## src/hw/rtl/hpti_pkg.sv

```systemverilog
// types and constants shared by the page table insert unit
`timescale 1ns / 1ps
`default_nettype none

package hpti_pkg;

  localparam int unsigned VSID_W      = 19;
  localparam int unsigned PAGE_W      = 20;
  localparam int unsigned RPN_W       = 20;
  localparam int unsigned WIMG_W      = 4;
  localparam int unsigned PP_W        = 2;
  localparam int unsigned SLOT_W      = 3;
  localparam int unsigned SLOTS       = 8;
  localparam int unsigned OUT_GRP_W   = 10;
  localparam int unsigned HASH_W      = 19;
  localparam int unsigned HASH_PAGE_W = 16;
  localparam int unsigned API_W       = 6;
  localparam int unsigned WORD_W      = 32;
  localparam int unsigned ENTRY_W     = 64;

  typedef logic [SLOTS-1:0] valid_map_t;

  typedef struct packed {
    logic [VSID_W-1:0] segment_id;
    logic [PAGE_W-1:0] effective_page;
    logic [RPN_W-1:0]  physical_page;
    logic [WIMG_W-1:0] attributes;
    logic [PP_W-1:0]   protection;
  } in_t;

  typedef struct packed {
    logic                 inserted;
    logic                 used_secondary;
    logic [OUT_GRP_W-1:0] group_index;
    logic [SLOT_W-1:0]    slot;
    logic [WORD_W-1:0]    entry_high;
    logic [WORD_W-1:0]    entry_low;
  } out_t;

  typedef struct packed {
    logic              found;
    logic [SLOT_W-1:0] slot;
  } free_t;

endpackage

`default_nettype wire

```

## src/hw/rtl/hpti_slot_finder.sv

```systemverilog
// shared first-free-slot search over one group's valid byte
`timescale 1ns / 1ps
`default_nettype none

module hpti_slot_finder
  import hpti_pkg::*;
(
  input  wire valid_map_t valid_map_i,
  output free_t           free_o
);

  // scan from the top so the lowest free slot wins
  always_comb begin
    free_o = '0;
    for (int s = SLOTS - 1; s >= 0; s--) begin
      if (!valid_map_i[s]) begin
        free_o.found = 1'b1;
        free_o.slot  = SLOT_W'(s);
      end
    end
  end

endmodule

`default_nettype wire

```

## config.mk

```make
export PLATFORM = sky130hd
export DESIGN_NAME = hpti_slot_finder
export DESIGN_NICKNAME = d
export VERILOG_FILES = /design/src/hw/rtl/hpti_pkg.sv /design/src/hw/rtl/hpti_slot_finder.sv
export SDC_FILE = /design/constraint.sdc
export NUM_CORES = 1
export LEC_CHECK = 0
export BUFFER_PORTS_ARGS = -buffer_cell sky130_fd_sc_hd__buf_2
export CAP_MARGIN = 20
export CORE_AREA = 2 2 39 41
export DETAILED_ROUTE_END_ITERATION = 12
export DIE_AREA = 0 0 41 43
export GPL_TIMING_DRIVEN = 0
export PLACE_DENSITY_LB_ADDON = 0.08
export REMOVE_ABC_BUFFERS = 1
export SLEW_MARGIN = 20
export SYNTH_ARGS = -nofsm -noshare
export SYNTH_HDL_FRONTEND = slang
export SYNTH_SLANG_ARGS = --single-unit
export TNS_END_PERCENT = 10
```

## constraint.sdc

```tcl
create_clock -name vclk -period 0.8
set_input_delay 0 -clock vclk [all_inputs]
set_output_delay 0 -clock vclk [all_outputs]
set_load 0.02 [all_outputs]
```

==> flow_summary.yaml <==
worst_setup_path:
  critPathMaxFanout: 5
  setup.worst_path.class: "in -> out"
  cpPeakStageDelay_ps: 310
  cp_num_cells: 4
  crit_family: "simple AND/OR/NAND/NOR gates"
  critPathArrivalTime_ps: 710
  worstPathRequired_ps: 800
  slowest_stage: "or3_1"
  cpMostUsedCell: "buf_2"
  crit_buf_inv: 2
  end_kind: "primary output"
  start_kind: "primary input"
  cp_cell_sequence: "buf_2 -> nand4_1 -> or3_1 -> buf_2"
die:
  core_area_sq_um: 1380
  die_x_um: 41
  io_pins: 12
  dieHeight_um: 43
  dieArea_sq_um: 1760
  rows: 14
  start_util: 0.0579
final_layout:
  regArea_sq_um: 0
  drive_gt1_frac: 0.500
  clock_buffers: 0
  fin_nets: 36
  antennaDiodeCount: 0
  nFlopsAndLatches: 0
  synthToLayoutAreaGrowth_pct: 100
  final_cell_area_sq_um: 160
yosys:
  ys_warn_count: 0
  syn_avg_cell_area_sq_um: 5.72
  syn_inst: 14
  synth.distinct_cells: 10
  netlist_area_sq_um: 80.1
  ys_seq_area_frac: 0
clock_tree:
  ctsResizeCount: 0
  hold_buffers: 0
  cts_setup_buffers: 0
sta:
  worstMarginPinSlew_ps: 188
  setup_viol: 0
  slew_viol_final: 0
  period_minus_slack_ps: 715
  max_clock_freq_mhz: 1400
  fin_setup_tns_ps: 0
  finalHoldViolCount: 0
  finalCritPeriodShare: 0.894
  relSlewSlack: 0.873
  rsz0062_at_grt: "false"
route:
  wl_per_cell_um: 7.74
  drc_errors: 0
  vias: 155
  drtIter0Drc: 2
  routed_via_density: 3.69
  wl_um: 325
  drtAntennaViolNets: 0
  firstDrtPassIters: 4
place:
  gp_congestion: 0.631
  placed_area_sq_um: 160
  hpwl_um: 294
  io_buffers: 12
pwr:
  p_leak_uw: 0.0000819
  p_switching_uw: 40.9
  switching_share: 0.562
  intPower_uw: 31.9
  p_clk_frac: 0
  p_seq_frac: 0
  pwr-share-comb: 1.000
  ir_drop_v: 0.000132
  powerDensity_nw_per_um2: 454
job:
  max_cap_viol_count: 0
worst_hold_path:
  whs_path_depth: 3
  min_from: "valid_map_i[3]"
  hold_class: "in -> out"
  min_delay_worst_endpoint: "free_o[1]"
global_route:
  grt_max_degree: 6
  grt-ovfl-total: 0
  grt_pass1_wl_um: 476
  gr-usage-all-layers: 0.0360
  grt_pass1_vias: 117
  antenna_found_initial: 0
run_status:
  outcome: "finished clean"
-- cell type report --
type | count | area, sq um
inverters | 2 | 7.51
repair buffers | 12 | 60.1
multi-input cells | 12 | 72.6
fillers | 160 | 1220
well taps | 16 | 20.0
-- how the worst max path moves through the flow --
stage | start | endpoint
global route | valid_map_i[0] | free_o[3]
detailed placement | valid_map_i[0] | free_o[3]
global placement | valid_map_i[0] | free_o[3]
CTS | valid_map_i[0] | free_o[3]
finish | valid_map_i[0] | free_o[3]
floorplan | valid_map_i[6] | free_o[1]
-- through the flow --
step                power (uW)  setup slack (ps)   util  hold WS (ps)  std cells
finish                    72.8              85.1  0.116           314         42
floorplan                 31.5               272      -           123         14
CTS                       73.9              68.5  0.116           315         42
global route              82.1              35.0  0.116           339         42
detailed placement        73.4              67.5  0.116           311         42
global placement          73.2              83.7  0.116           311         42
-- cell usage in the layout, fill, tap and decap left out --
| cell | Yosys | routed |
|---|---|---|
| buf_2 | 0 | 12 |
| nand2_1 | 3 | 3 |
| inv_1 | 2 | 2 |
| o21ai_0 | 2 | 2 |
| nand4_1 | 1 | 1 |
| a41oi_1 | 1 | 1 |
| nand3_1 | 1 | 1 |
| a31oi_1 | 1 | 1 |
| nand3b_1 | 1 | 1 |
| a41o_2 | 1 | 1 |
| or3_1 | 1 | 1 |
-- power by group through the flow --
stage | sequential (uW) | combinational, uW | clock (uW)
after CTS | 0 | 73.9 | 0
after floorplan | 0 | 31.5 | 0
after detailed placement | 0 | 73.4 | 0
after global routing | 0 | 82.1 | 0
final | 0 | 72.8 | 0
after global placement | 0 | 73.2 | 0
-- cells in the mapped netlist --
cell | n | share of area
nand3_1 | 1 | 0.062
nand4_1 | 1 | 0.078
nand2_1 | 3 | 0.14
a31oi_1 | 1 | 0.078
a41o_2 | 1 | 0.14
or3_1 | 1 | 0.078
o21ai_0 | 2 | 0.13
a41oi_1 | 1 | 0.11
inv_1 | 2 | 0.094
nand3b_1 | 1 | 0.094
-- kinds of logic after synthesis --
family          after synthesis  synth area share
compound gates                5             0.453
buf+inv                       2            0.0938
simple gates                  7             0.453
-- layer usage --
metal,vias up,global-route usage,wire length [um]
li1,80,-,-
met1,61,0.0665,170
met2,14,0.0438,71
met3,0,0.00524,83
met4,0,0,0
met5,-,0,0
Power figures use the tool's default switching activity.
